`src/sv/sdts_pkg.sv`:
```
// Shared types and constants for the SPI descriptor transfer sequencer.
// No dependencies; used by the sequencer, its checker and the testbench.
`default_nettype none

package sdts_pkg;

  // Size of the descriptor table and width of a descriptor length.
  localparam int MaxBlocks  = 16;
  localparam int LengthBits = 16;

  // Fixed field widths of the request and result ports.
  localparam int IndexW  = 4;
  localparam int CountW  = 5;
  localparam int OffsetW = 16;
  localparam int ByteW   = 8;

  // Derived internal widths.
  localparam int AddrW = (MaxBlocks > 1) ? $clog2(MaxBlocks) : 1;
  localparam int SlotW = $clog2(MaxBlocks + 1);

  localparam logic [ByteW-1:0] DummyByte = 8'hFF;

  typedef enum logic [1:0] {
    ACT_WRITE     = 2'd0,
    ACT_START     = 2'd1,
    ACT_XFER_DONE = 2'd2
  } action_e;

  typedef enum logic [1:0] {
    KIND_SHIFT = 2'd0,
    KIND_STORE = 2'd1,
    KIND_DONE  = 2'd2
  } kind_e;

  typedef enum logic [1:0] {
    ST_IDLE,
    ST_NEXT,
    ST_ADV,
    ST_ADV_WAIT
  } state_e;

  // One descriptor table entry as stored in the RAM.
  typedef struct packed {
    logic                  has_rx;
    logic                  has_tx;
    logic [LengthBits-1:0] length;
  } desc_t;

endpackage

`default_nettype wire

```
`src/sv/sdts_ram.sv`:
```
// Generic single-write, single-read RAM with a registered read port.
// No dependencies; holds the descriptor table of the sequencer.
`default_nettype none

module sdts_ram #(
  parameter int Width = 8,
  parameter int Depth = 16
) (
  input  wire logic                                   clk_i,
  input  wire logic                                   we_i,
  input  wire logic [((Depth > 1) ? $clog2(Depth) : 1)-1:0] waddr_i,
  input  wire logic [Width-1:0]                       wdata_i,
  input  wire logic [((Depth > 1) ? $clog2(Depth) : 1)-1:0] raddr_i,
  output logic      [Width-1:0]                       rdata_o
);

  logic [Width-1:0] mem_q [Depth];
  logic [Width-1:0] rdata_q;

  always_ff @(posedge clk_i) begin
    if (we_i) begin
      mem_q[waddr_i] <= wdata_i;
    end
  end

  always_ff @(posedge clk_i) begin
    rdata_q <= mem_q[raddr_i];
  end

  assign rdata_o = rdata_q;

endmodule

`default_nettype wire

```
`src/sv/spi_descriptor_transfer_sequencer.sv`:
```
// Top level of the SPI descriptor transfer sequencer.
// Depends on sdts_pkg and sdts_ram (descriptor table storage).
//
//   channel   | handshake            | payload
//   ----------+----------------------+---------------------------------------------
//   request   | start, busy          | action_i, desc_index_i, desc_length_i,
//             |                      | desc_has_tx_i, desc_has_rx_i, block_count_i,
//             |                      | rx_byte_i
//   result    | strobe_o (1 cycle)   | kind_o, block_index_o, byte_offset_o,
//             |                      | data_byte_o, from_memory_o, last_o
//
// A descriptor write is done in the cycle that accepts it. A byte completion
// that stays in the current descriptor passes through ST_NEXT. Moving to another
// descriptor runs ST_ADV and ST_ADV_WAIT per table entry examined, set by the
// single read port of the descriptor RAM, up to MaxBlocks entries per scan.
// Reset clears all control state; the table is undefined until written.
// Results are shown for exactly one cycle and cannot be held off.
`default_nettype none

module spi_descriptor_transfer_sequencer (
  input  wire logic                          clk_i,
  input  wire logic                          rst_ni,
  input  wire logic                          start,
  output logic                               busy,
  input  wire logic [1:0]                    action_i,
  input  wire logic [sdts_pkg::IndexW-1:0]   desc_index_i,
  input  wire logic [15:0]                   desc_length_i,
  input  wire logic                          desc_has_tx_i,
  input  wire logic                          desc_has_rx_i,
  input  wire logic [sdts_pkg::CountW-1:0]   block_count_i,
  input  wire logic [sdts_pkg::ByteW-1:0]    rx_byte_i,
  output logic                               strobe_o,
  output logic [1:0]                         kind_o,
  output logic [sdts_pkg::IndexW-1:0]        block_index_o,
  output logic [sdts_pkg::OffsetW-1:0]       byte_offset_o,
  output logic [sdts_pkg::ByteW-1:0]         data_byte_o,
  output logic                               from_memory_o,
  output logic                               last_o
);

  localparam int AddrW   = sdts_pkg::AddrW;
  localparam int SlotW   = sdts_pkg::SlotW;
  localparam int LenW    = sdts_pkg::LengthBits;
  localparam int IndexW  = sdts_pkg::IndexW;
  localparam int OffsetW = sdts_pkg::OffsetW;
  localparam int ByteW   = sdts_pkg::ByteW;

  sdts_pkg::state_e state_q, state_d;

  logic             active_q, active_d;
  logic [SlotW-1:0] blocks_rem_q, blocks_rem_d;
  logic [SlotW-1:0] next_slot_q, next_slot_d;
  logic [AddrW-1:0] cur_block_q, cur_block_d;
  logic [LenW-1:0]  bytes_left_q, bytes_left_d;
  logic [OffsetW-1:0] offset_q, offset_d;
  logic             tx_q, tx_d;
  logic             rx_q, rx_d;

  logic                  strobe_q, strobe_d;
  sdts_pkg::kind_e       kind_q, kind_d;
  logic [IndexW-1:0]     blk_q, blk_d;
  logic [OffsetW-1:0]    off_q, off_d;
  logic [ByteW-1:0]      data_q, data_d;
  logic                  mem_q, mem_d;
  logic                  last_q, last_d;

  logic            ram_we;
  sdts_pkg::desc_t ram_wdata;
  sdts_pkg::desc_t ram_rdata;

  logic            accept;
  logic            slots_exhausted;
  logic            index_in_range;
  logic [SlotW-1:0] count_clamped;

  assign busy   = (state_q != sdts_pkg::ST_IDLE);
  assign accept = start && !busy;

  assign slots_exhausted = (blocks_rem_q == '0) || (next_slot_q >= SlotW'(sdts_pkg::MaxBlocks));
  assign index_in_range  = (32'(desc_index_i) < sdts_pkg::MaxBlocks);
  assign count_clamped   = (32'(block_count_i) > sdts_pkg::MaxBlocks) ?
                           SlotW'(sdts_pkg::MaxBlocks) : SlotW'(block_count_i);

  assign ram_wdata.has_rx = desc_has_rx_i;
  assign ram_wdata.has_tx = desc_has_tx_i;
  assign ram_wdata.length = LenW'(desc_length_i);

  sdts_ram #(
    .Width($bits(sdts_pkg::desc_t)),
    .Depth(sdts_pkg::MaxBlocks)
  ) u_desc_ram (
    .clk_i  (clk_i),
    .we_i   (ram_we),
    .waddr_i(AddrW'(desc_index_i)),
    .wdata_i(ram_wdata),
    .raddr_i(next_slot_q[AddrW-1:0]),
    .rdata_o(ram_rdata)
  );

  // Next state.
  always_comb begin
    state_d = state_q;
    unique case (state_q)
      sdts_pkg::ST_IDLE: begin
        if (accept) begin
          unique case (action_i)
            sdts_pkg::ACT_START: begin
              if (!active_q) state_d = sdts_pkg::ST_ADV;
            end
            sdts_pkg::ACT_XFER_DONE: begin
              if (active_q) state_d = sdts_pkg::ST_NEXT;
            end
            default: state_d = sdts_pkg::ST_IDLE;
          endcase
        end
      end
      sdts_pkg::ST_NEXT: begin
        state_d = (bytes_left_q == '0) ? sdts_pkg::ST_ADV : sdts_pkg::ST_IDLE;
      end
      sdts_pkg::ST_ADV: begin
        state_d = slots_exhausted ? sdts_pkg::ST_IDLE : sdts_pkg::ST_ADV_WAIT;
      end
      sdts_pkg::ST_ADV_WAIT: begin
        state_d = (ram_rdata.length == '0) ? sdts_pkg::ST_ADV : sdts_pkg::ST_IDLE;
      end
      default: state_d = sdts_pkg::ST_IDLE;
    endcase
  end

  // Datapath updates, table writes and result generation.
  always_comb begin
    active_d     = active_q;
    blocks_rem_d = blocks_rem_q;
    next_slot_d  = next_slot_q;
    cur_block_d  = cur_block_q;
    bytes_left_d = bytes_left_q;
    offset_d     = offset_q;
    tx_d         = tx_q;
    rx_d         = rx_q;
    ram_we       = 1'b0;
    strobe_d     = 1'b0;
    kind_d       = kind_q;
    blk_d        = blk_q;
    off_d        = off_q;
    data_d       = data_q;
    mem_d        = mem_q;
    last_d       = last_q;

    unique case (state_q)
      sdts_pkg::ST_IDLE: begin
        if (accept) begin
          unique case (action_i)
            sdts_pkg::ACT_WRITE: begin
              ram_we = !active_q && index_in_range;
            end
            sdts_pkg::ACT_START: begin
              if (!active_q) begin
                blocks_rem_d = count_clamped;
                next_slot_d  = '0;
              end
            end
            sdts_pkg::ACT_XFER_DONE: begin
              // The store is always followed by a shift or a done.
              if (active_q && rx_q) begin
                strobe_d = 1'b1;
                kind_d   = sdts_pkg::KIND_STORE;
                blk_d    = IndexW'(cur_block_q);
                off_d    = offset_q;
                data_d   = rx_byte_i;
                mem_d    = 1'b0;
                last_d   = 1'b0;
              end
            end
            default: ;
          endcase
        end
      end
      sdts_pkg::ST_NEXT: begin
        if (bytes_left_q != '0) begin
          bytes_left_d = bytes_left_q - LenW'(1);
          offset_d     = offset_q + OffsetW'(1);
          strobe_d     = 1'b1;
          kind_d       = sdts_pkg::KIND_SHIFT;
          blk_d        = IndexW'(cur_block_q);
          off_d        = offset_q + OffsetW'(1);
          data_d       = tx_q ? '0 : sdts_pkg::DummyByte;
          mem_d        = tx_q;
          last_d       = 1'b1;
        end
      end
      sdts_pkg::ST_ADV: begin
        if (slots_exhausted) begin
          blocks_rem_d = '0;
          active_d     = 1'b0;
          strobe_d     = 1'b1;
          kind_d       = sdts_pkg::KIND_DONE;
          blk_d        = '0;
          off_d        = '0;
          data_d       = '0;
          mem_d        = 1'b0;
          last_d       = 1'b1;
        end
      end
      sdts_pkg::ST_ADV_WAIT: begin
        blocks_rem_d = blocks_rem_q - SlotW'(1);
        next_slot_d  = next_slot_q + SlotW'(1);
        if (ram_rdata.length != '0) begin
          active_d     = 1'b1;
          cur_block_d  = next_slot_q[AddrW-1:0];
          bytes_left_d = ram_rdata.length - LenW'(1);
          offset_d     = '0;
          tx_d         = ram_rdata.has_tx;
          rx_d         = ram_rdata.has_rx;
          strobe_d     = 1'b1;
          kind_d       = sdts_pkg::KIND_SHIFT;
          blk_d        = IndexW'(next_slot_q[AddrW-1:0]);
          off_d        = '0;
          data_d       = ram_rdata.has_tx ? '0 : sdts_pkg::DummyByte;
          mem_d        = ram_rdata.has_tx;
          last_d       = 1'b1;
        end
      end
      default: ;
    endcase
  end

  always_ff @(posedge clk_i or negedge rst_ni) begin
    if (!rst_ni) begin
      state_q      <= sdts_pkg::ST_IDLE;
      active_q     <= 1'b0;
      blocks_rem_q <= '0;
      next_slot_q  <= '0;
      cur_block_q  <= '0;
      bytes_left_q <= '0;
      offset_q     <= '0;
      tx_q         <= 1'b0;
      rx_q         <= 1'b0;
      strobe_q     <= 1'b0;
    end else begin
      state_q      <= state_d;
      active_q     <= active_d;
      blocks_rem_q <= blocks_rem_d;
      next_slot_q  <= next_slot_d;
      cur_block_q  <= cur_block_d;
      bytes_left_q <= bytes_left_d;
      offset_q     <= offset_d;
      tx_q         <= tx_d;
      rx_q         <= rx_d;
      strobe_q     <= strobe_d;
    end
  end

  always_ff @(posedge clk_i) begin
    kind_q <= kind_d;
    blk_q  <= blk_d;
    off_q  <= off_d;
    data_q <= data_d;
    mem_q  <= mem_d;
    last_q <= last_d;
  end

  assign strobe_o      = strobe_q;
  assign kind_o        = kind_q;
  assign block_index_o = blk_q;
  assign byte_offset_o = off_q;
  assign data_byte_o   = data_q;
  assign from_memory_o = mem_q;
  assign last_o        = last_q;

endmodule

`default_nettype wire

```
`config.mk`:
```
export PLATFORM = sky130hd
export DESIGN_NAME = spi_descriptor_transfer_sequencer
export DESIGN_NICKNAME = d
export VERILOG_FILES = /design/src/sv/sdts_pkg.sv /design/src/sv/sdts_ram.sv /design/src/sv/spi_descriptor_transfer_sequencer.sv
export SDC_FILE = /design/constraint.sdc
export NUM_CORES = 1
export LEC_CHECK = 0
export ABC_AREA = 1
export CORE_MARGIN = 3
export CORE_UTILIZATION = 40
export DETAILED_ROUTE_END_ITERATION = 7
export DONT_BUFFER_PORTS = 1
export PLACE_DENSITY = 0.67
export SYNTH_ARGS = -nofsm -noshare
export SYNTH_HDL_FRONTEND = slang
export SYNTH_SLANG_ARGS = --single-unit
```
`constraint.sdc`:
```
create_clock -name clk_i -period 3.85 [get_ports clk_i]
set_input_delay 0.77 -clock clk_i [delete_from_list [all_inputs] [get_ports clk_i]]
set_output_delay 0.77 -clock clk_i [all_outputs]
set_load 0.05 [all_outputs]
```
Word level (Yosys, flattened, before mapping)
Memory sizes are Yosys's and may differ from the RTL's. A register that Yosys moved wholly into a read port is not among the register bits.
Index checks and enable logic that the tools add are counted.
{"block": "classes", "addsub": 5, "mul": 0, "n_div": 0, "n_lt_le_gt_ge": 2, "n_eq_ne": 15, "n_shift": 0, "mux": 76, "n_bitwise": 0, "n_reduce_logical": 24}
{"op": "16-bit 2-to-1 mux", "n": 8}
{"op": "8-bit 2-to-1 mux", "n": 8}
{"op": "16-bit case mux with 2 select lines", "n": 2}
{"op": "16-bit case mux with 4 select lines", "n": 1}
{"op": "5-bit 2-to-1 mux", "n": 8}
{"op": "16-bit zero test", "n": 2}
{"op": "8-bit case mux with 4 select lines", "n": 1}
{"op": "16-bit nonzero test", "n": 2}
{"op": "16-bit by 1-bit subtractor with 16-bit output (second input constant)", "n": 2}
{"op": "2-bit 2-to-1 mux", "n": 12}
{"op": "4-bit 2-to-1 mux", "n": 6}
{"op": "1-bit 2-to-1 mux", "n": 20}
{"op": "16-bit by 1-bit adder with 16-bit output (second input constant)", "n": 1}
{"op": "2-bit case mux with 4 select lines", "n": 2}
{"op": "4-bit case mux with 4 select lines", "n": 1}
{"op": "5-bit case mux with 3 select lines", "n": 1}
{"op": "2-bit != test (second input constant)", "n": 6}
{"op": "1-bit case mux with 4 select lines", "n": 3}
{"op": "5-bit case mux with 2 select lines", "n": 1}
{"op": "3-bit AND reduction", "n": 3}
{"op": "2-bit nonzero test", "n": 4}
{"op": "2-bit equality test (second input constant)", "n": 3}
{"op": "3-bit != test (second input constant)", "n": 2}
{"op": "6-bit AND reduction", "n": 1}
{"op": "other kinds (17)", "n": 22}
{"block": "totals", "ff_bits": 84, "latchBits": 0, "ramBits": 288, "romBits": 0, "inputBits": 40, "wordCells": 139, "n_memories": 1}
{"memory": "u_desc_ram.mem_q", "words": 16, "width": 18, "rd": 1, "rd_clocked_by_memory_dff": 1, "write_ports": 1, "line": "sdts_ram.sv:17", "rtl": "logic [Width-1:0] mem_q [Depth];"}

Longest topological paths before layout
{"block": "depth", "depth_word": 7, "depth_mapped": 13, "mapped_depth_nobuf": 12}

Hierarchy
Synthesis repeated with hierarchy kept, for this count alone.
{"block": "hier_totals", "cells_unflattened": 1779, "hier_area_um2": 17244.0}
{"module": "sdts_ram", "n_inst": 1, "cells_per_inst": 1203, "area_each_um2": 12762.2}
{"module": "spi_descriptor_transfer_sequencer", "n_inst": 1, "cells_per_inst": 576, "area_each_um2": 4481.8}

Worst setup path before layout
OpenSTA, ideal clock, no wires.
{"block": "synth_timing", "kind": "input port to flip-flop", "from": "input port action_i[1]", "to": "register blk_q[0], in the netlist block_index_o[0] (enable)", "setup_ps": 461, "t_arrival_ps": 3312, "setup_slack_ps": 77, "cell_stages": 4, "path_buffers": 0, "path_cell_list": "inv_1 > nor2_1 > a31oi_1 > nor3_1"}
{"block": "synth_via", "elab_chain_len": 3}
{"item": "from (decl)", "line": "spi_descriptor_transfer_sequencer.sv:25", "rtl": "input wire logic [1:0] action_i,"}
{"item": "2-bit equality test", "line": "spi_descriptor_transfer_sequencer.sv:152", "rtl": "unique case (action_i)"}
{"item": "2-bit by 1-bit != test with 1-bit output (no line)"}
{"item": "6-bit AND reduction (no line)"}
{"item": "to (signal assigned)", "line": "spi_descriptor_transfer_sequencer.sv:255", "rtl": "blk_q <= blk_d;"}
{"item": "to (decl)", "line": "spi_descriptor_transfer_sequencer.sv:61", "rtl": "logic [IndexW-1:0] blk_q, blk_d;"}
Every way passes these cells.
A chain may end at the register's enable or synchronous reset.

Worst setup path after layout
{"block": "layout_timing", "from": "register state_q[0]", "to": "output port busy"}
{"block": "layout_via", "elab_chain_len": 1}
{"item": "from (decl)", "line": "spi_descriptor_transfer_sequencer.sv:48", "rtl": "sdts_pkg::state_e state_q, state_d;"}
{"item": "from (signal assigned)", "line": "spi_descriptor_transfer_sequencer.sv:229", "rtl": "state_q <= sdts_pkg::ST_IDLE;"}
{"item": "from (signal assigned)", "line": "spi_descriptor_transfer_sequencer.sv:240", "rtl": "state_q <= state_d;"}
{"item": "2-bit nonzero test", "line": "spi_descriptor_transfer_sequencer.sv:76", "rtl": "assign busy = (state_q != sdts_pkg::ST_IDLE);"}
{"item": "to (decl)", "line": "spi_descriptor_transfer_sequencer.sv:24", "rtl": "output logic busy,"}
Every way passes these cells.

==> impl_metrics.json <==
{
  "status": "finished clean",
  "cts_max_level": 2,
  "dieArea_mm2": 0.0428,
  "grt_max_degree": 114,
  "initial_utilization": 0.411,
  "clk_pin_slew_ns": 0.06,
  "ys.flop_type": "edfxtp_1",
  "r2r-start": "state_q[0]",
  "placed_cells": 1898,
  "endpoint": "busy",
  "synth_top_area_cell": "edfxtp_1",
  "synth_top_family_by_area": "simple AND/OR/NAND/NOR gates",
  "synth_area_mm2": 0.0162,
  "num_rows": 72,
  "fin_util": 0.461,
  "synthToLayoutAreaGrowth_pct": 12.1,
  "vias_per_cell": 5.43,
  "synth_fp_nets": 1462,
  "worst_setup_path_end_kind": "primary output",
  "layout_common_cells": "edfxtp_1 (320), nand2_1 (218), nor2_1 (210)",
  "drtPass1Iterations": 5,
  "drive_gt1_frac": 0.0990,
  "postLayoutCellArea_mm2": 0.0181,
  "insertion_delay_ns": 0.57,
  "synth_xor_area_frac": 0.00597,
  "cp-startpoint": "state_q[0]",
  "wl_per_cell_um": 19.8,
  "ir_drop_mv": 0.407,
  "cts_resized": 0,
  "hold_path_class": "in -> async",
  "post_cts_buffers": 0,
  "r2r_end": "u_desc_ram.mem_q[5][6]",
  "fp.dieW_um": 207,
  "sw_frac_of_total": 0.349,
  "overflow": 0,
  "core_area_mm2": 0.0393,
  "ys_types": 40,
  "crit_cells": 4,
  "layout.nets": 1468,
  "p_comb_frac": 0.224,
  "ant_nets": 0,
  "async_flop_share": 0.133,
  "leakagePower_nw": 6.44,
  "crit_arrival_ns": 2.29,
  "synth.avg_cell_area_um2": 11.4,
  "mostFrequentLayoutCell": "edfxtp_1",
  "gp_congestion": 0.918,
  "drc": 0,
  "cts_max_path_buffers": 3,
  "switching_power_mw": 4.31,
  "path_max_fanout": 20,
  "ff2ff_path_depth": 8,
  "synth_edf_count": 320,
  "crit_buf_inv": 3,
  "critPathMaxStageDelay_ns": 0.42,
  "critical-path-slowest-cell": "clkinv_1",
  "grt_pass1_wl_um": 60600,
  "cts_buffers": 41,
  "fin_cells": 1972,
  "skew_ns": 0.0350,
  "grt_usage": 0.184,
  "grt_pass1_vias": 10500,
  "finalCritPeriodShare": 0.796,
  "setup_tns_ns": 0,
  "timing.fmax_mhz": 326,
  "ys.warnings.count": 0,
  "period_minus_slack_ns": 3.06,
  "hold_viol": 0,
  "cts_tree": "yes",
  "worst-setup-path-type": "reg -> out",
  "power.internal_mw": 8.03,
  "ios": 74,
  "wirelength_um": 39000,
  "pwr-share-seq": 0.472,
  "power_density_mw_per_mm2": 682,
  "port_buffers": 0,
  "placed_cell_area_mm2": 0.0168,
  "grt_setup_unrepaired": "no",
  "clockPowerShare": 0.304,
  "cts-root-buf": "clkbuf_16",
  "synth_seq_cells": 390,
  "crit_top_cell": "buf_4",
  "die-height_um": 207,
  "worstMarginPinSlew_ns": 0.942,
  "cpLargestDelayFamily": "buffers and inverters",
  "cap_viol_max_count": 0,
  "synth_fa_ha_area_frac": 0.00310,
  "setup_viol": 0,
  "synth.mux.area_fraction": 0,
  "synth_area_leaders": "edfxtp_1 (59%), dfrtp_1 (8.1%), o21ai_0 (6.3%)",
  "synth_top_area_share": 0.595,
  "path_cells": "buf_4, nor2_4, clkinv_1, buf_4",
  "hold_ws_ns": 0.0731,
  "max-slew-margin-rel": 0.371,
  "drt_iter0_markers": 934,
  "antennaDiodeCount": 0,
  "grt_antenna_before_repair": 2,
  "synth_cells": 1418,
  "synth-seq-area-share": 0.698,
  "ff2ff_setup_slack_ns": 0.89,
  "crit_required_ns": 3.08,
  "slew_viol_final": 0,
  "synth-simple-area-share": 0.145,
  "hpwl_um": 24200,
  "start_kind": "flip-flop",
  "synth_compound_area_frac": 0.111,
  "cts.sinks": 390,
  "via_count": 10700
}
-- cell type report --
| cell class | count | area [um2] |
|---|---|---|
| clock buffers | 56 | 1120 |
| clock inverters | 17 | 141 |
| fillers | 3568 | 21200 |
| inverters | 72 | 273 |
| multi-input cells | 884 | 4320 |
| flip-flops and latches | 390 | 11300 |
| well taps | 518 | 648 |
| repair buffers | 35 | 320 |
-- registers in the layout (all words and copies together), names as in the netlist --
signal	count
strobe_o	1
rx_q	1
state_q	2
byte_offset_o	16
data_byte_o	8
last_o	1
bytes_left_q	16
u_desc_ram.rdata_o	18
cur_block_q	4
kind_o	2
blocks_rem_q	5
tx_q	1
active_q	1
offset_q	16
u_desc_ram.mem_q	288
next_slot_q	5
from_memory_o	1
block_index_o	4
-- Yosys cell counts (2+ instances only) --
| master | instances |
|---|---|
| nor2_2 | 6 |
| nand3_1 | 87 |
| o21ai_0 | 202 |
| ha_1 | 4 |
| inv_1 | 66 |
| o21bai_1 | 2 |
| nor3_1 | 6 |
| o22ai_1 | 50 |
| buf_1 | 4 |
| nor2_1 | 226 |
| nand4_1 | 5 |
| o21ai_1 | 2 |
| nand2_2 | 3 |
| dfxtp_1 | 18 |
| buf_6 | 4 |
| nor2_4 | 5 |
| o22ai_2 | 7 |
| a21oi_1 | 3 |
| edfxtp_1 | 320 |
| o211ai_1 | 16 |
| buf_2 | 15 |
| dfrtp_1 | 52 |
| xor2_1 | 10 |
| o221ai_1 | 20 |
| a31oi_1 | 2 |
| clkbuf_1 | 46 |
| inv_2 | 5 |
| buf_4 | 3 |
| nand2_1 | 218 |
-- per-layer routing --
metal  wire length, um  vias to the layer above  global-route usage
met1             15800                     5230               0.236
met3              3040                       67              0.0420
li1                  -                     5042                   -
met4               936                        0              0.0614
met2             19200                      377               0.310
met5                 0                        -                   0
-- through the flow --
stage,power (mW),worst slack (ns)
after global routing,13.0,0.719
after detailed placement,8.67,0.905
after floorplan,7.83,0.0771
final,12.3,0.786
after CTS,12.4,0.834
after global placement,8.57,1.04
-- how the worst min path moves through the flow --
stage,start,end,slack [ns],cells past startpoint
finish,rst_ni,blocks_rem_q[4],0.07,1
global route,rst_ni,offset_q[2],0.07,1
CTS,rst_ni,cur_block_q[3],0.05,1
detailed placement,cur_block_q[1],cur_block_q[1],0.47,2
global placement,u_desc_ram.rdata_o[17],rx_q,0.46,2
floorplan,u_desc_ram.rdata_o[17],rx_q,0.43,2
-- cell families (layout without fill, tap and decap cells) --
logic type	count (synthesis)	after routing
adders and majority gates	4	4
and+or+nand+nor	562	562
AOI/OAI and AO/OA	307	307
DFF	390	390
buffers and inverters	144	180
xor gates and xnor gates	11	11
-- power by group through the flow --
stage	clock network [mW]	registers, mW	logic, mW
detailed placement	0	5.92	2.74
CTS	3.82	5.84	2.77
global route	3.99	5.89	3.13
floorplan	0	5.73	2.10
global placement	0	5.91	2.66
finish	3.75	5.83	2.77
-- what timing repair did --
| item | CTS | global route |
|---|---|---|
| endpoints found under the setup margin | 0 | 0 |
| endpoints found under the hold margin | 52 | 0 |
| hold buffers | 1 | 0 |
(Power assumes the default switching activity.)
